===== src/hw/rtl/v3n_pkg.sv =====
`default_nettype none
package v3n_pkg;
    localparam int COMP_W   = 32;
    localparam int FRAC_W   = 16;
    localparam int SUM_W    = 2 * COMP_W + 2;        // sum of three squares
    localparam int ROOT_W   = COMP_W + 1;            // root before clamping
    localparam int NUM_W    = 2 * COMP_W - 1;        // |c| << (COMP_W-2)
    localparam int Q_W      = COMP_W - 1;            // quotient <= 2^30
    localparam logic [COMP_W-1:0] MIN_LEN_RST = COMP_W'((64'd1 << FRAC_W) / 64'd10000);

    typedef struct packed {
        logic signed [COMP_W-1:0] vec_x;
        logic signed [COMP_W-1:0] vec_y;
        logic signed [COMP_W-1:0] vec_z;
    } t_vec_in;

    typedef struct packed {
        logic signed [COMP_W-1:0] unit_x;
        logic signed [COMP_W-1:0] unit_y;
        logic signed [COMP_W-1:0] unit_z;
        logic        [COMP_W-1:0] magnitude;
        logic                     too_short;
    } t_vec_out;
endpackage
`default_nettype wire


===== src/hw/rtl/v3n_sqrt_cell.sv =====
`default_nettype none
// One restoring square-root step: tries one root bit, sum bits fed two a step
module v3n_sqrt_cell
    import v3n_pkg::*;
(
    input  wire logic              i_clk,
    input  wire logic              i_en,
    input  wire logic [SUM_W-1:0]  i_rad,
    input  wire logic [ROOT_W+1:0] i_rem,
    input  wire logic [ROOT_W-1:0] i_root,
    input  wire logic [COMP_W-1:0] i_mx,
    input  wire logic [COMP_W-1:0] i_my,
    input  wire logic [COMP_W-1:0] i_mz,
    input  wire logic [2:0]        i_neg,
    output logic      [SUM_W-1:0]  o_rad,
    output logic      [ROOT_W+1:0] o_rem,
    output logic      [ROOT_W-1:0] o_root,
    output logic      [COMP_W-1:0] o_mx,
    output logic      [COMP_W-1:0] o_my,
    output logic      [COMP_W-1:0] o_mz,
    output logic      [2:0]        o_neg
);
    logic [ROOT_W+1:0] w_trial, w_test, w_diff;
    logic [SUM_W-1:0]  r_rad;
    logic [ROOT_W+1:0] r_rem;
    logic [ROOT_W-1:0] r_root;
    logic [COMP_W-1:0] r_mx, r_my, r_mz;
    logic [2:0]        r_neg;

    // bring down two radicand bits, test against 4*root+1
    always_comb begin
        w_trial = {i_rem[ROOT_W-1:0], i_rad[SUM_W-1:SUM_W-2]};
        w_test  = {i_root, 2'b01};
        w_diff  = w_trial - w_test;
    end

    always_ff @(posedge i_clk) begin
        if (i_en) begin
            r_rad <= {i_rad[SUM_W-3:0], 2'b00};
            r_mx  <= i_mx;
            r_my  <= i_my;
            r_mz  <= i_mz;
            r_neg <= i_neg;
            if (w_trial >= w_test) begin
                r_rem  <= w_diff;
                r_root <= {i_root[ROOT_W-2:0], 1'b1};
            end else begin
                r_rem  <= w_trial;
                r_root <= {i_root[ROOT_W-2:0], 1'b0};
            end
        end
    end

    assign o_rad  = r_rad;
    assign o_rem  = r_rem;
    assign o_root = r_root;
    assign o_mx   = r_mx;
    assign o_my   = r_my;
    assign o_mz   = r_mz;
    assign o_neg  = r_neg;
endmodule
`default_nettype wire


===== config.mk =====
export PLATFORM = sky130hd
export DESIGN_NAME = v3n_sqrt_cell
export DESIGN_NICKNAME = d
export VERILOG_FILES = /design/src/hw/rtl/v3n_pkg.sv /design/src/hw/rtl/v3n_sqrt_cell.sv
export SDC_FILE = /design/constraint.sdc
export NUM_CORES = 1
export LEC_CHECK = 0
export ABC_AREA = 1
export BUFFER_PORTS_ARGS = -buffer_cell sky130_fd_sc_hd__buf_2
export CORE_AREA = 2 2 184 186
export CTS_BUF_LIST = sky130_fd_sc_hd__clkbuf_4 sky130_fd_sc_hd__clkbuf_8
export DETAILED_ROUTE_END_ITERATION = 6
export DIE_AREA = 0 0 186 188
export HOLD_SLACK_MARGIN = 0.08
export MAX_ROUTING_LAYER = met4
export PLACE_DENSITY = 0.57
export SYNTH_ARGS = -nofsm -noshare
export SYNTH_HDL_FRONTEND = slang
export SYNTH_SLANG_ARGS = --single-unit

===== constraint.sdc =====
create_clock -name i_clk -period 2.8 [get_ports i_clk]
set_input_delay 0.56 -clock i_clk [delete_from_list [all_inputs] [get_ports i_clk]]
set_output_delay 0.56 -clock i_clk [all_outputs]
set_load 0.05 [all_outputs]

==> impl_metrics.yaml <==
clock_tree:
  postCtsSetupBuffers: 0
  cts_buffer_depth: 3
  cts_buffers: 42
  ctsHtreeMaxLevel: 2
  postCtsHoldBufs: 0
  cts_resized: 0
  cts_sinks: 231
  clockRootBuffer: "clkbuf_8"
  path_clk_slew_ns: 0.06
  cts_tree: "yes"
logic_synthesis:
  ys_types: 27
  syn-instance-count: 904
  syn_area_per_cell_sq_um: 11.2
  synth-edff-count: 231
  ys_ff_latch: 231
  synth_area_sq_um: 10200
  synth-seq-area-share: 0.683
  synth_top_cell_area_share: 0.683
  synth_most_common_cell: "nand2_1"
  synthTopCellsByArea: "edfxtp_1 68%, nand2_1 11%, inv_1 5.5%, ha_1 4.3%, nor2_1 1.7%"
  synthFlopType: "edfxtp_1"
  synth_warnings: 0
  synthArstFlopShare: 0
  synth_common_cells: "297 x nand2_1, 231 x edfxtp_1, 150 x inv_1, 45 x nor2_1, 35 x ha_1"
  synth_top_cell_by_area: "edfxtp_1"
final_layout:
  fill_cells: 3296
  design_area_sq_um: 14000
  final_nets: 1695
  post-route-util: 0.423
  drive_above_1_share: 0.395
  stdcell_count: 1917
  syn_to_final_growth_pct: 38.0
worst_setup_path:
  crit_fanout: 34
  cpMostUsedCell: "nand2_1"
  cpLargestDelayFamily: "simple AND/OR/NAND/NOR gates"
  crit_path_end_kind: "flip-flop"
  worst_path_max_delay_cell: "inv_2"
  start_kind: "input port"
  path_cells: "buf_2 > inv_1 > ha_1 > a21oi_1 > nand2_1 > nand2_1 > nand2_1 > a21oi_1 > nand2_1 > nand2_1 > nand2_2 > inv_2 > nand2_1 > nand2_1"
  worstSetupPathType: "input port to flip-flop"
  critical_path_arrival_ns: 2.65
  cpPeakStageDelay_ns: 0.48
  cp.buffers_inverters: 3
  required_ns: 3.21
sta:
  relSlewSlack: 0.567
  fmax_mhz: 446
  period_minus_slack_ns: 2.24
  rsz0062_at_grt: "false"
  hold_viol: 0
  fin_ws_ns: 0.559
  slew_viol_final: 0
  min_period_over_period: 0.800
  setup_violations: 0
  worst_pin_slew_ns: 0.649
min_path:
  hp-class: "input port to flip-flop"
grt:
  grt_remaining_overflow: 0
  grt_pass1_wl_um: 51300
  grt_pass1_vias: 8239
  grt_use_total: 0.207
  antenna_found_initial: 20
  grt_max_degree: 67
drt:
  drc: 0
  antenna_left: 0
  drtIter0Drc: 557
  wire_per_inst_um: 19.2
  drtPass1Iterations: 5
  vias: 8212
  viasPerCell: 4.28
  drt-total-wl_um: 36800
floorplan:
  core.rowCount: 67
  die-area_sq_um: 35000
  fp.dieH_um: 188
  core_sq_um: 33100
  ios: 468
  die_w_um: 186
  floorplan.initialDensity: 0.307
place:
  pre_cts_slack_ns: -0.0508
  place_area_sq_um: 13100
  portBuffers: 463
  gp_congestion: 0.892
  dp_hpwl_um: 29600
  placed_cells: 1829
power:
  power_density_nw_per_um2: 707
  peakVddDrop_mv: 0.300
  leakage_nw: 6.83
  report.power.total_w: 0.00991
status:
  status: "completed"
flow_run:
  drv_cap: 0
worst paths after layout:
| path | to | from | cells past startpoint |
|---|---|---|---|
| worst max-delay path | o_rem[11] | i_root[20] | 14 |
| worst min-delay path | o_mz[26] | i_mz[26] | 1 |
where the power goes:
| group | internal [W] | total (W) | switching (W) |
|---|---|---|---|
| registers | 0.00417 | 0.00425 | 0.0000768 |
| logic | 0.000573 | 0.00244 | 0.00187 |
| clock network | 0.00180 | 0.00322 | 0.00142 |
layout make-up:
type                       count  area, sq um  share of cell area
inverter                     151          567              0.0404
clock inverter                16          133             0.00946
multi-input combinational    514         2570               0.183
clock buffer                  57          697              0.0497
sequential                   231         6940               0.495
timing repair buffer         485         2520               0.180
tap                          448          561              0.0400
antenna                       15         37.5             0.00268
state kept, by name (all words and copies together) (netlist names):
| register | cells |
|---|---|
| o_rad | 64 |
| o_root | 33 |
| o_mx | 32 |
| o_rem | 35 |
| o_mz | 32 |
| o_neg | 3 |
| o_my | 32 |
cells in the final DEF (no fill, tap or decap), drive strengths merged:
master,count
o211ai,1
diode,15
a21boi,1
clkinv,11
inv,153
a21oi,28
ha,35
conb,2
nor3,6
and2,2
bufinv,2
buf,485
o21bai,3
nor2,50
xnor2,1
nand4,4
clkinvlp,1
edfxtp,231
nand2,302
nand3,44
nand3b,2
o21ai,15
xor2,17
clkbuf,57
or2,1
metrics by stage:
stage	setup TNS, ns	hold WS (ns)
after floorplan	0	0.659
after global placement	-1.12	0.737
after detailed placement	-1.16	0.738
after CTS	0	0.139
after global routing	0	0.150
final	0	0.176
layer usage:
metal  GRT usage  part of all wire  routed length, um
met5           -                 0                  0
met1       0.242              0.40              14600
met3      0.0573             0.089               3280
met4      0.0606             0.025                924
met2       0.348              0.49              18000
kinds of logic after synthesis:
| logic type | synth area share |
|---|---|
| adders and majority gates | 0.0431 |
| AOI/OAI and AO/OA | 0.0249 |
| buffers and inverters | 0.0648 |
| xor gates and xnor gates | 0.0155 |
| DFF | 0.683 |
| other | 0.000369 |
| and+or+nand+nor | 0.168 |
(Power assumes the default switching activity.)
